### src/rtl/core/stt_pkg.sv
// Shared token kinds, scanner mode codes and character classification for the tokenizer.
package stt_pkg;

    // token kinds
    localparam logic [5:0] K_EOH      = 6'd0;
    localparam logic [5:0] K_LITERAL  = 6'd1;
    localparam logic [5:0] K_NUMBER   = 6'd2;
    localparam logic [5:0] K_STRING   = 6'd3;
    localparam logic [5:0] K_CHAR     = 6'd4;
    localparam logic [5:0] K_FLOAT    = 6'd5;
    localparam logic [5:0] K_KEYWORD0 = 6'd39;

    // error codes
    localparam logic [1:0] ERR_NONE    = 2'd0;
    localparam logic [1:0] ERR_UNKNOWN = 2'd1;
    localparam logic [1:0] ERR_CHAR    = 2'd2;
    localparam logic [1:0] ERR_STRING  = 2'd3;

    // scanner modes
    localparam logic [2:0] MODE_IDLE      = 3'd0;
    localparam logic [2:0] MODE_NUM       = 3'd1;
    localparam logic [2:0] MODE_IDENT     = 3'd2;
    localparam logic [2:0] MODE_OP        = 3'd3;
    localparam logic [2:0] MODE_STR       = 3'd4;
    localparam logic [2:0] MODE_CHR_BODY  = 3'd5;
    localparam logic [2:0] MODE_CHR_CLOSE = 3'd6;
    localparam logic [2:0] MODE_COMMENT   = 3'd7;

    localparam int TOKENS_PER_BYTE = 3;
    localparam int QUEUE_DEPTH     = 4;
    localparam int LEN_W           = 16;
    localparam int IND_W           = 8;

    localparam logic [23:0] KW_PACK [12] = '{
        24'h646566, 24'h726574, 24'h666F72, 24'h616F70, 24'h006966, 24'h006566,
        24'h006E66, 24'h6E6577, 24'h6F7574, 24'h00676F, 24'h6D6F64, 24'h757365
    };
    localparam logic [1:0] KW_LEN [12] = '{
        2'd3, 2'd3, 2'd3, 2'd3, 2'd2, 2'd2, 2'd2, 2'd3, 2'd3, 2'd2, 2'd3, 2'd3
    };

    typedef struct packed {
        logic       push;
        logic [1:0] count;
    } t_push;

    function automatic logic is_numeral(input logic [7:0] c);
        return (c >= 8'h30) && (c <= 8'h39);
    endfunction

    function automatic logic is_name_char(input logic [7:0] c);
        return ((c >= 8'h61) && (c <= 8'h7A)) || ((c >= 8'h41) && (c <= 8'h5A)) ||
               (c == 8'h5F);
    endfunction

    function automatic logic is_pairing(input logic [7:0] c);
        return (c == 8'h2B) || (c == 8'h2D) || (c == 8'h2A) || (c == 8'h2F) ||
               (c == 8'h25) || (c == 8'h3C) || (c == 8'h3E) || (c == 8'h3D) ||
               (c == 8'h21);
    endfunction

    function automatic logic [5:0] single_kind(input logic [7:0] c);
        logic [5:0] k;
        unique case (c)
            8'h2E:   k = 6'd18;
            8'h2C:   k = 6'd19;
            8'h3A:   k = 6'd20;
            8'h3B:   k = 6'd22;
            8'h26:   k = 6'd27;
            8'h7C:   k = 6'd28;
            8'h7B:   k = 6'd32;
            8'h7D:   k = 6'd33;
            8'h28:   k = 6'd34;
            8'h29:   k = 6'd35;
            8'h5B:   k = 6'd36;
            8'h5D:   k = 6'd37;
            default: k = 6'd0;
        endcase
        return k;
    endfunction

    // returns {used, kind}; without a following byte the one-byte kind is given
    function automatic logic [6:0] op_kind(input logic [7:0] op, input logic [7:0] nxt,
                                           input logic has_nxt);
        logic [5:0] k;
        logic       used;
        used = 1'b1;
        k    = 6'd0;
        if (has_nxt && nxt == 8'h3D) begin
            unique case (op)
                8'h2B:   k = 6'd11;
                8'h2D:   k = 6'd12;
                8'h2A:   k = 6'd13;
                8'h2F:   k = 6'd14;
                8'h25:   k = 6'd15;
                8'h3C:   k = 6'd26;
                8'h3E:   k = 6'd25;
                8'h3D:   k = 6'd31;
                default: k = 6'd30;
            endcase
        end else if (has_nxt && op == 8'h2D && nxt == 8'h3E) begin
            k = 6'd16;
        end else if (has_nxt && op == 8'h3C && nxt == 8'h2D) begin
            k = 6'd17;
        end else begin
            used = 1'b0;
            unique case (op)
                8'h2B:   k = 6'd6;
                8'h2D:   k = 6'd7;
                8'h2A:   k = 6'd8;
                8'h2F:   k = 6'd9;
                8'h25:   k = 6'd10;
                8'h3C:   k = 6'd24;
                8'h3E:   k = 6'd23;
                8'h3D:   k = 6'd21;
                default: k = 6'd29;
            endcase
        end
        return {used, k};
    endfunction

    function automatic logic [5:0] ident_kind(input logic [23:0] prefix,
                                              input logic [15:0] len);
        logic [5:0] k;
        k = K_LITERAL;
        if (len[15:2] == 14'd0) begin
            for (int i = 11; i >= 0; i--) begin
                if (KW_LEN[i] == len[1:0] && KW_PACK[i] == prefix) begin
                    k = K_KEYWORD0 + 6'(i);
                end
            end
        end
        return k;
    endfunction

endpackage

### src/rtl/core/stt_front.sv
// Front scanner: one byte per accepted cycle; updates scan state, forms up to three tokens.
module stt_front #(
    parameter int POSITION_WIDTH = 20,
    parameter int LINE_WIDTH     = 16,
    parameter int TW = 6 + POSITION_WIDTH + stt_pkg::LEN_W + LINE_WIDTH + stt_pkg::IND_W + 2
) (
    input  logic                                i_clk,
    input  logic                                i_rst_n,
    input  logic                                i_accept,
    input  logic [7:0]                          i_text_byte,
    input  logic                                i_end_of_input,
    output stt_pkg::t_push                      o_push,
    output logic [stt_pkg::TOKENS_PER_BYTE*TW-1:0] o_tokens
);

    localparam int PW = POSITION_WIDTH;
    localparam int LW = LINE_WIDTH;

    logic [2:0]    r_mode,   n_mode;
    logic [7:0]    r_op,     n_op;
    logic [PW-1:0] r_start,  n_start;
    logic [15:0]   r_run,    n_run;
    logic [23:0]   r_prefix, n_prefix;
    logic          r_dot,    n_dot;
    logic [PW-1:0] r_pos,    n_pos;
    logic [LW-1:0] r_line,   n_line;
    logic [7:0]    r_ind,    n_ind;
    logic          r_als,    n_als;
    logic [LW-1:0] r_ltl,    n_ltl;
    logic          r_halt,   n_halt;

    logic [5:0]    e_kind  [3];
    logic [PW-1:0] e_start [3];
    logic [15:0]   e_len   [3];
    logic [LW-1:0] e_line  [3];
    logic [7:0]    e_ind   [3];
    logic [1:0]    e_err   [3];
    logic [1:0]    cnt;

    always_comb begin
        logic [7:0]    c;
        logic [PW-1:0] pos;
        logic          go_idle;
        logic [6:0]    opk;
        logic [5:0]    sk;
        n_mode = r_mode; n_op = r_op; n_start = r_start; n_run = r_run;
        n_prefix = r_prefix; n_dot = r_dot; n_pos = r_pos; n_line = r_line;
        n_ind = r_ind; n_als = r_als; n_ltl = r_ltl; n_halt = r_halt;
        for (int i = 0; i < 3; i++) begin
            e_kind[i] = '0; e_start[i] = '0; e_len[i] = '0;
            e_line[i] = '0; e_ind[i] = '0; e_err[i] = '0;
        end
        cnt     = 2'd0;
        c       = i_text_byte;
        pos     = r_pos;
        go_idle = 1'b0;
        opk     = stt_pkg::op_kind(r_op, c, 1'b1);
        sk      = stt_pkg::single_kind(c);
        if (i_accept && !r_halt) begin
            unique case (r_mode)
                stt_pkg::MODE_NUM: begin
                    if (stt_pkg::is_numeral(c) || c == 8'h2E) begin
                        if (c == 8'h2E) n_dot = 1'b1;
                        if (r_run != '1) n_run = r_run + 16'd1;
                    end else begin
                        e_kind[cnt] = r_dot ? stt_pkg::K_FLOAT : stt_pkg::K_NUMBER;
                        e_start[cnt] = r_start; e_len[cnt] = r_run;
                        e_line[cnt] = n_line; e_ind[cnt] = n_ind;
                        cnt = cnt + 2'd1; n_ltl = n_line;
                        n_mode = stt_pkg::MODE_IDLE; go_idle = 1'b1;
                    end
                end
                stt_pkg::MODE_IDENT: begin
                    if (stt_pkg::is_name_char(c)) begin
                        if (r_run < 16'd3) n_prefix = {r_prefix[15:0], c};
                        if (r_run != '1) n_run = r_run + 16'd1;
                    end else begin
                        e_kind[cnt] = stt_pkg::ident_kind(r_prefix, r_run);
                        e_start[cnt] = r_start; e_len[cnt] = r_run;
                        e_line[cnt] = n_line; e_ind[cnt] = n_ind;
                        cnt = cnt + 2'd1; n_ltl = n_line;
                        n_mode = stt_pkg::MODE_IDLE; go_idle = 1'b1;
                    end
                end
                stt_pkg::MODE_OP: begin
                    e_kind[cnt] = opk[5:0];
                    e_start[cnt] = r_start; e_len[cnt] = opk[6] ? 16'd2 : 16'd1;
                    e_line[cnt] = n_line; e_ind[cnt] = n_ind;
                    cnt = cnt + 2'd1; n_ltl = n_line;
                    n_mode = stt_pkg::MODE_IDLE;
                    go_idle = !opk[6];
                end
                stt_pkg::MODE_STR: begin
                    if (c == 8'h22) begin
                        e_kind[cnt] = stt_pkg::K_STRING;
                        e_start[cnt] = r_start; e_len[cnt] = r_run;
                        e_line[cnt] = n_line; e_ind[cnt] = n_ind;
                        cnt = cnt + 2'd1; n_ltl = n_line;
                        n_mode = stt_pkg::MODE_IDLE;
                    end else if (r_run != '1) begin
                        n_run = r_run + 16'd1;
                    end
                end
                stt_pkg::MODE_CHR_BODY: begin
                    n_start = pos;
                    n_mode  = stt_pkg::MODE_CHR_CLOSE;
                end
                stt_pkg::MODE_CHR_CLOSE: begin
                    e_start[cnt] = (c == 8'h27) ? r_start : pos;
                    e_kind[cnt] = (c == 8'h27) ? stt_pkg::K_CHAR : stt_pkg::K_EOH;
                    e_len[cnt] = (c == 8'h27) ? 16'd1 : 16'd0;
                    e_line[cnt] = n_line; e_ind[cnt] = n_ind;
                    e_err[cnt] = (c == 8'h27) ? stt_pkg::ERR_NONE : stt_pkg::ERR_CHAR;
                    cnt = cnt + 2'd1;
                    if (c == 8'h27) n_ltl = n_line;
                    else n_halt = 1'b1;
                    n_mode = stt_pkg::MODE_IDLE;
                end
                stt_pkg::MODE_COMMENT: begin
                    if (c == 8'h0A) begin
                        n_mode = stt_pkg::MODE_IDLE; go_idle = 1'b1;
                    end
                end
                stt_pkg::MODE_IDLE: begin
                    go_idle = 1'b1;
                end
            endcase

            if (go_idle) begin
                priority if (c == 8'h0A) begin
                    if (n_line != '1) n_line = n_line + 1'b1;
                    n_ind = 8'd0;
                    n_als = 1'b1;
                end else if (c == 8'h20 || c == 8'h09 || c == 8'h0D) begin
                    if (n_als && n_ind != 8'hFF) n_ind = n_ind + 8'd1;
                end else begin
                    n_als = 1'b0;
                    priority if (stt_pkg::is_numeral(c)) begin
                        n_mode = stt_pkg::MODE_NUM; n_start = pos;
                        n_run = 16'd1; n_dot = 1'b0;
                    end else if (stt_pkg::is_name_char(c)) begin
                        n_mode = stt_pkg::MODE_IDENT; n_start = pos;
                        n_run = 16'd1; n_prefix = {16'd0, c};
                    end else if (stt_pkg::is_pairing(c)) begin
                        n_mode = stt_pkg::MODE_OP; n_op = c; n_start = pos;
                    end else if (sk != 6'd0) begin
                        e_kind[cnt] = sk; e_start[cnt] = pos; e_len[cnt] = 16'd1;
                        e_line[cnt] = n_line; e_ind[cnt] = n_ind;
                        cnt = cnt + 2'd1; n_ltl = n_line;
                    end else if (c == 8'h23) begin
                        n_mode = stt_pkg::MODE_COMMENT;
                    end else if (c == 8'h27) begin
                        n_mode = stt_pkg::MODE_CHR_BODY;
                    end else if (c == 8'h22) begin
                        n_mode  = stt_pkg::MODE_STR;
                        n_start = (pos != '1) ? pos + 1'b1 : pos;
                        n_run   = 16'd0;
                    end else if (c != 8'h00) begin
                        e_kind[cnt] = stt_pkg::K_EOH; e_start[cnt] = pos;
                        e_len[cnt] = 16'd0; e_line[cnt] = n_line; e_ind[cnt] = n_ind;
                        e_err[cnt] = stt_pkg::ERR_UNKNOWN;
                        cnt = cnt + 2'd1;
                        n_halt = 1'b1; n_mode = stt_pkg::MODE_IDLE;
                    end else begin
                        n_als = 1'b0;
                    end
                end
            end

            if (r_pos != '1) n_pos = r_pos + 1'b1;

            if (!n_halt && i_end_of_input) begin
                unique case (n_mode)
                    stt_pkg::MODE_NUM, stt_pkg::MODE_IDENT, stt_pkg::MODE_OP: begin
                        unique case (n_mode)
                            stt_pkg::MODE_NUM:
                                e_kind[cnt] = n_dot ? stt_pkg::K_FLOAT : stt_pkg::K_NUMBER;
                            stt_pkg::MODE_IDENT:
                                e_kind[cnt] = stt_pkg::ident_kind(n_prefix, n_run);
                            default:
                                e_kind[cnt] = 6'(stt_pkg::op_kind(n_op, c, 1'b0));
                        endcase
                        e_start[cnt] = n_start;
                        e_len[cnt] = (n_mode == stt_pkg::MODE_OP) ? 16'd1 : n_run;
                        e_line[cnt] = n_line; e_ind[cnt] = n_ind;
                        cnt = cnt + 2'd1; n_ltl = n_line;
                    end
                    stt_pkg::MODE_STR, stt_pkg::MODE_CHR_BODY, stt_pkg::MODE_CHR_CLOSE: begin
                        e_kind[cnt] = stt_pkg::K_EOH; e_start[cnt] = pos;
                        e_len[cnt] = 16'd0; e_line[cnt] = n_line; e_ind[cnt] = n_ind;
                        e_err[cnt] = (n_mode == stt_pkg::MODE_STR) ? stt_pkg::ERR_STRING
                                                                   : stt_pkg::ERR_CHAR;
                        cnt = cnt + 2'd1;
                        n_halt = 1'b1; n_mode = stt_pkg::MODE_IDLE;
                    end
                    default: begin
                    end
                endcase
                if (!n_halt) begin
                    e_kind[cnt]  = stt_pkg::K_EOH;
                    e_start[cnt] = (pos != '1) ? pos + 1'b1 : pos;
                    e_len[cnt]   = 16'd0;
                    e_line[cnt]  = (n_ltl != '1) ? n_ltl + 1'b1 : n_ltl;
                    e_ind[cnt]   = 8'd0;
                    cnt = cnt + 2'd1;
                    // back to reset state for the next buffer
                    n_mode = stt_pkg::MODE_IDLE; n_op = 8'd0; n_start = '0; n_run = 16'd0;
                    n_prefix = 24'd0; n_dot = 1'b0; n_pos = '0; n_line = LW'(1);
                    n_ind = 8'd0; n_als = 1'b1; n_ltl = '0;
                end
            end
        end
    end

    always_ff @(posedge i_clk) begin
        if (!i_rst_n) begin
            r_mode <= stt_pkg::MODE_IDLE; r_op <= 8'd0; r_start <= '0; r_run <= 16'd0;
            r_prefix <= 24'd0; r_dot <= 1'b0; r_pos <= '0; r_line <= LW'(1);
            r_ind <= 8'd0; r_als <= 1'b1; r_ltl <= '0; r_halt <= 1'b0;
        end else begin
            r_mode <= n_mode; r_op <= n_op; r_start <= n_start; r_run <= n_run;
            r_prefix <= n_prefix; r_dot <= n_dot; r_pos <= n_pos; r_line <= n_line;
            r_ind <= n_ind; r_als <= n_als; r_ltl <= n_ltl; r_halt <= n_halt;
        end
    end

    always_comb begin
        o_push.push  = (cnt != 2'd0);
        o_push.count = cnt;
        for (int i = 0; i < 3; i++) begin
            o_tokens[i*TW +: TW] = {e_kind[i], e_start[i], e_len[i], e_line[i],
                                    e_ind[i], e_err[i]};
        end
    end

endmodule

### src/rtl/core/stt_back.sv
// Back end: queue of per-byte groups, drained one token per cycle into a free output register.
module stt_back #(
    parameter int TW = 68
) (
    input  logic                                   i_clk,
    input  logic                                   i_rst_n,
    input  stt_pkg::t_push                         i_push,
    input  logic [stt_pkg::TOKENS_PER_BYTE*TW-1:0] i_tokens,
    output logic                                   o_full,
    output logic                                   o_valid,
    input  logic                                   i_ready,
    output logic [TW-1:0]                          o_token,
    output logic                                   o_last
);

    localparam int GW = stt_pkg::TOKENS_PER_BYTE * TW;

    logic [GW-1:0] r_grp [stt_pkg::QUEUE_DEPTH];
    logic [1:0]    r_gcnt [stt_pkg::QUEUE_DEPTH];
    logic [1:0]    r_wr, r_rd, r_idx;
    logic [2:0]    r_cnt;
    logic          r_ov;
    logic [TW-1:0] r_tok;
    logic          r_last;

    logic [GW-1:0] head;
    logic          load, pop, tail;

    assign head   = r_grp[r_rd];
    assign tail   = (r_idx == r_gcnt[r_rd] - 2'd1);
    assign load   = (r_cnt != 3'd0) && (!r_ov || i_ready);
    assign pop    = load && tail;
    assign o_full = (r_cnt == 3'(stt_pkg::QUEUE_DEPTH));

    always_ff @(posedge i_clk) begin
        if (i_push.push) begin
            r_grp[r_wr]  <= i_tokens;
            r_gcnt[r_wr] <= i_push.count;
        end
        if (load) begin
            r_tok  <= head[r_idx*TW +: TW];
            r_last <= tail;
        end
    end

    always_ff @(posedge i_clk) begin
        if (!i_rst_n) begin
            r_wr  <= 2'd0;
            r_rd  <= 2'd0;
            r_idx <= 2'd0;
            r_cnt <= 3'd0;
            r_ov  <= 1'b0;
        end else begin
            if (i_push.push) r_wr <= r_wr + 2'd1;
            if (pop) r_rd <= r_rd + 2'd1;
            if (load) r_idx <= tail ? 2'd0 : r_idx + 2'd1;
            r_cnt <= r_cnt + 3'(i_push.push) - 3'(pop);
            // hold the result until taken, refill when it leaves
            if (load) r_ov <= 1'b1;
            else if (i_ready) r_ov <= 1'b0;
        end
    end

    assign o_valid = r_ov;
    assign o_token = r_tok;
    assign o_last  = r_last;

endmodule

### src/rtl/core/source_text_tokenizer.sv
// Tokenizer top level: a source byte in, a token out per cycle unless stalled.
// A byte is taken every cycle while the token queue has room; the scanner
// finishes each byte in that cycle and hands any tokens, up to three, to a
// four-entry queue as one group; the back end sends one token per cycle from
// an output register, so the first token of a byte passes the queue, then
// the output register. Bytes that close two or three tokens at once outpace
// the one-token-per-cycle output, and then the queue fills and o_in_ready
// drops. After an error every byte is swallowed with no tokens until reset.
module source_text_tokenizer #(
    parameter int POSITION_WIDTH = 20,
    parameter int LINE_WIDTH     = 16
) (
    input  logic                      i_clk,
    input  logic                      i_rst_n,
    input  logic                      i_in_valid,
    output logic                      o_in_ready,
    input  logic [7:0]                i_text_byte,
    input  logic                      i_end_of_input,
    output logic                      o_out_valid,
    input  logic                      i_out_ready,
    output logic [5:0]                o_token_kind,
    output logic [POSITION_WIDTH-1:0] o_token_start,
    output logic [15:0]               o_token_length,
    output logic [LINE_WIDTH-1:0]     o_line_number,
    output logic [7:0]                o_indent_column,
    output logic [1:0]                o_error_code,
    output logic                      o_last_of_run
);

    localparam int TW = 6 + POSITION_WIDTH + stt_pkg::LEN_W + LINE_WIDTH + stt_pkg::IND_W + 2;

    stt_pkg::t_push                         push;
    logic [stt_pkg::TOKENS_PER_BYTE*TW-1:0] tokens;
    logic                                   full;
    logic [TW-1:0]                          tok;

    assign o_in_ready = !full;

    stt_front #(
        .POSITION_WIDTH(POSITION_WIDTH),
        .LINE_WIDTH(LINE_WIDTH),
        .TW(TW)
    ) u_front (
        .i_clk(i_clk),
        .i_rst_n(i_rst_n),
        .i_accept(i_in_valid && !full),
        .i_text_byte(i_text_byte),
        .i_end_of_input(i_end_of_input),
        .o_push(push),
        .o_tokens(tokens)
    );

    stt_back #(
        .TW(TW)
    ) u_back (
        .i_clk(i_clk),
        .i_rst_n(i_rst_n),
        .i_push(push),
        .i_tokens(tokens),
        .o_full(full),
        .o_valid(o_out_valid),
        .i_ready(i_out_ready),
        .o_token(tok),
        .o_last(o_last_of_run)
    );

    assign {o_token_kind, o_token_start, o_token_length, o_line_number,
            o_indent_column, o_error_code} = tok;

    a_err_last: assert property (@(posedge i_clk) disable iff (!i_rst_n)
        o_out_valid && o_error_code != stt_pkg::ERR_NONE |-> o_last_of_run)
        else $error("error token not last of its byte");

    a_err_shape: assert property (@(posedge i_clk) disable iff (!i_rst_n)
        o_out_valid && o_error_code != stt_pkg::ERR_NONE
        |-> o_token_kind == stt_pkg::K_EOH && o_token_length == 16'd0)
        else $error("error token malformed");

    a_eoh_end: assert property (@(posedge i_clk) disable iff (!i_rst_n)
        o_out_valid && o_token_kind == stt_pkg::K_EOH && o_error_code == stt_pkg::ERR_NONE
        |-> o_last_of_run && o_indent_column == 8'd0)
        else $error("end marker not last or indented");

endmodule
### config.mk
export PLATFORM = sky130hd
export DESIGN_NAME = source_text_tokenizer
export DESIGN_NICKNAME = d
export VERILOG_FILES = /design/src/rtl/core/stt_pkg.sv /design/src/rtl/core/stt_front.sv /design/src/rtl/core/stt_back.sv /design/src/rtl/core/source_text_tokenizer.sv
export SDC_FILE = /design/constraint.sdc
export NUM_CORES = 2
export LEC_CHECK = 0
export BUFFER_PORTS_ARGS = -buffer_cell sky130_fd_sc_hd__buf_2
export CAP_MARGIN = 25
export CORE_MARGIN = 3
export CORE_UTILIZATION = 57
export CTS_CLUSTER_SIZE = 30
export DETAILED_ROUTE_END_ITERATION = 16
export PLACE_DENSITY_LB_ADDON = 0.12
export REMOVE_ABC_BUFFERS = 1
export SLEW_MARGIN = 20
export SYNTH_ARGS = -nofsm -noshare
export SYNTH_HDL_FRONTEND = slang
export SYNTH_HIERARCHICAL = 1
export SYNTH_SLANG_ARGS = --single-unit
export TNS_END_PERCENT = 30
### constraint.sdc
create_clock -name i_clk -period 10.9 [get_ports i_clk]
set_input_delay 1.09 -clock i_clk [delete_from_list [all_inputs] [get_ports i_clk]]
set_output_delay 1.09 -clock i_clk [all_outputs]
set_load 0.05 [all_outputs]
==> flow_summary.ini <==
[cells_and_area]
area_growth_syn_to_layout_pct = 9.87
fill_cells = 6419
n_antenna_cell = 0
stdcell_area_um2 = 54700
drive_gt1_frac = 0.162
ff_latch_area_um2 = 29800
multi_input_area_um2 = 18700
fin_nets = 3844

[floorplanning]
coreArea_um2 = 85800
start_util = 0.580
fp.dieW_um = 301
ioPinCount = 84
num_rows = 107
die_area_um2 = 90900
die_h_um = 301

[detailed_routing]
drt_iter0_drc = 5005
viasPerCell = 6.98
vias = 35200
antenna_left = 0
wl_per_cell_um = 30.0
first_pass_iters = 6
drc = 0
wl_um = 151000

[placed_design]
portBuffers = 83
gp_congestion = 0.938
hpwl_um = 97400
place_area_um2 = 51200

[cts]
worstSkewPairLatency_ns = 0.71
cts_max_level = 3
clk_path_buf_depth = 3
post_cts_buffers = 0
cts_hold_buf = 0
cts_sinks = 1039
cts_buffers = 104
cts-root-buf = clkbuf_16
clk_pin_slew_ns = 0.06
cts.repair.resized = 0
cts_tree = yes

[power]
clkPwrFrac = 0.307
switching_power_mw = 3.63
p_seq_frac = 0.444
intPower_mw = 7.82
power.density_nw_per_um2 = 210
switching_share = 0.317
leakage_nw = 17.4
pwr-share-comb = 0.249
peakVddDrop_v = 0.000294

[sta]
relSlewSlack = 0.201
worst_pin_slew_ns = 1.19
fin_crit_sh = 0.747
rsz0062_at_grt = no
slew_viol_final = 0
final-hold-violation-count = 0
final.min_clock_period_ns = 8.14
fin_skew_ns = 0.0406
finalSetupViolCount = 0
fin_setup_tns_ns = 0
fmax_mhz = 123

[logic_synthesis]
ys_seq_elements = 1039
syn_area_um2 = 49800
syn_avg_cell_area_um2 = 13.0
synth_edf_count = 893
syn_inst = 3841
synthTopCellsByArea = edfxtp_1 54%, mux4_2 9.3%, dfxtp_1 5.9%
ys_types = 111
yosysWarnings = 6
synth_ff_type = edfxtp_1
yosys.area.top_type = edfxtp_1
async_flop_share = 0
synth_top_area_frac = 0.539
seq_area_frac_synth = 0.598

[worst_hold_path]
hold_path.class = reg2reg

[job]
maxCapViolCount = 0

[setup_path]
worstPathArrival_ns = 8.45
cp-start-kind = input pin
crit_path_max_fanout = 101
end_kind = register
required_ns = 11.20
crit_type = in2reg

[global_routing]
grt_pass1_wl_um = 225000
grt_max_degree = 136
grt_usage = 0.332
antenna_found_initial = 5
grt_overflow = 0
grt_pass1_vias = 34200

[status]
status = finished clean
==> kinds of logic after synthesis <==
group,Yosys count,share of synthesized area
xor gates and xnor gates,63,0.0115
muxes,351,0.123
AOI/OAI and AO/OA,883,0.120
DFF,1039,0.598
adders and majority gates,21,0.00543
buffers and inverters,355,0.0293
and+or+nand+nor,1129,0.113
==> synthesized netlist by cell type (66+ instances only) <==
cell type / n
mux4_2: 206
o21ai_1: 78
dfxtp_1: 146
nor3_1: 110
a22oi_1: 94
mux2i_1: 120
buf_2: 66
nor2b_1: 100
o21ai_0: 151
nor2_1: 227
nand2_1: 328
clkbuf_1: 212
a21oi_1: 159
edfxtp_1: 893
nand3_1: 114
==> power by group through the flow <==
stage	Sequential, mW	Combinational [mW]	Clock (mW)
2_1_floorplan	5.81	1.55	0
3_5_place_dp	5.16	2.84	0
6_report	5.08	2.85	3.52
3_3_place_gp	5.13	2.81	0
4_1_cts	5.09	2.85	3.57
5_1_grt	5.13	3.00	3.74
==> through the flow <==
step	hold slack, ns	cells	utilization	setup WS, ns	power [mW]
after global routing	0.509	5045	0.637	2.35	11.9
after CTS	0.480	5038	0.636	2.96	11.5
after global placement	0.451	4839	0.596	2.35	7.95
final	0.473	5045	0.637	2.76	11.5
after detailed placement	0.462	4841	0.596	2.27	8.00
after floorplan	0.440	3533	-	-0.401	7.36
==> worst max-delay path, stage by stage <==
cell      delay, ns
buf_2          0.51
nand2b_1       0.25
a211oi_1       0.61
o41ai_1        0.25
o211a_1        0.42
a31oi_1        0.88
ha_1           0.37
o22ai_1        0.11
nand2_1        0.08
o211ai_1       0.25
ha_1           0.34
mux2i_1        0.20
ha_1           0.27
mux2i_1        0.15
nor2_1         0.06
a211oi_1       0.77
o21bai_1       0.42
and2_4         0.65
buf_12         0.48
==> layout by cell type, fill, tap and decap left out, drive strengths merged, types with 95 or more instances in the layout <==
master and instances:
a22oi 95, buf 169, mux2i 120, nor3 116, nand3 115, clkbuf 134, o21ai 231, nor2 228
a21oi 161, nor2b 100, mux4 206, nand2 330, dfxtp 146, edfxtp 893
==> flip-flops by register name, summed over array words and instances (netlist names), 2 cells and up, named ones only <==
signal,cells
u_back/r_idx,2
u_back/r_cnt,3
u_front/r_ltl,16
u_front/r_pos,20
u_back/r_gcnt,8
u_front/r_op,8
u_front/r_start,20
u_front/r_run,16
u_back/o_token,68
u_back/r_rd,2
u_front/r_prefix,24
u_back/r_grp,816
u_back/r_wr,2
u_front/r_line,16
u_front/r_ind,8
u_front/r_mode,3
==> per-layer routing <==
layer	global-route usage	wire (µm)
met1	0.490	61700
met2	0.489	66900
met3	0.0734	16900
met4	0.121	5600
met5	0	7
==> worst paths after layout <==
check | from | end | slack, ns | cells after the start
setup reg to reg | u_front/r_mode[1] | u_back/r_grp[3][119] | 3.37 | 17
setup / recovery | i_text_byte[2] | u_back/r_grp[3][119] | 2.76 | 19
hold reg to reg | u_back/r_rd[1] | register | 0.47 | 2
hold / removal | u_back/r_rd[1] | register | 0.47 | 2
==> final cells by class <==
class / count / area share
Clock buffer: 132 / 0.0512
Clock inverter: 65 / 0.0110
Inverter: 47 / 0.00323
Multi-Input combinational cell: 2447 / 0.342
Sequential cell: 1039 / 0.544
Tap cell: 1144 / 0.0262
Timing Repair Buffer: 171 / 0.0223
(Power assumes the default switching activity.)
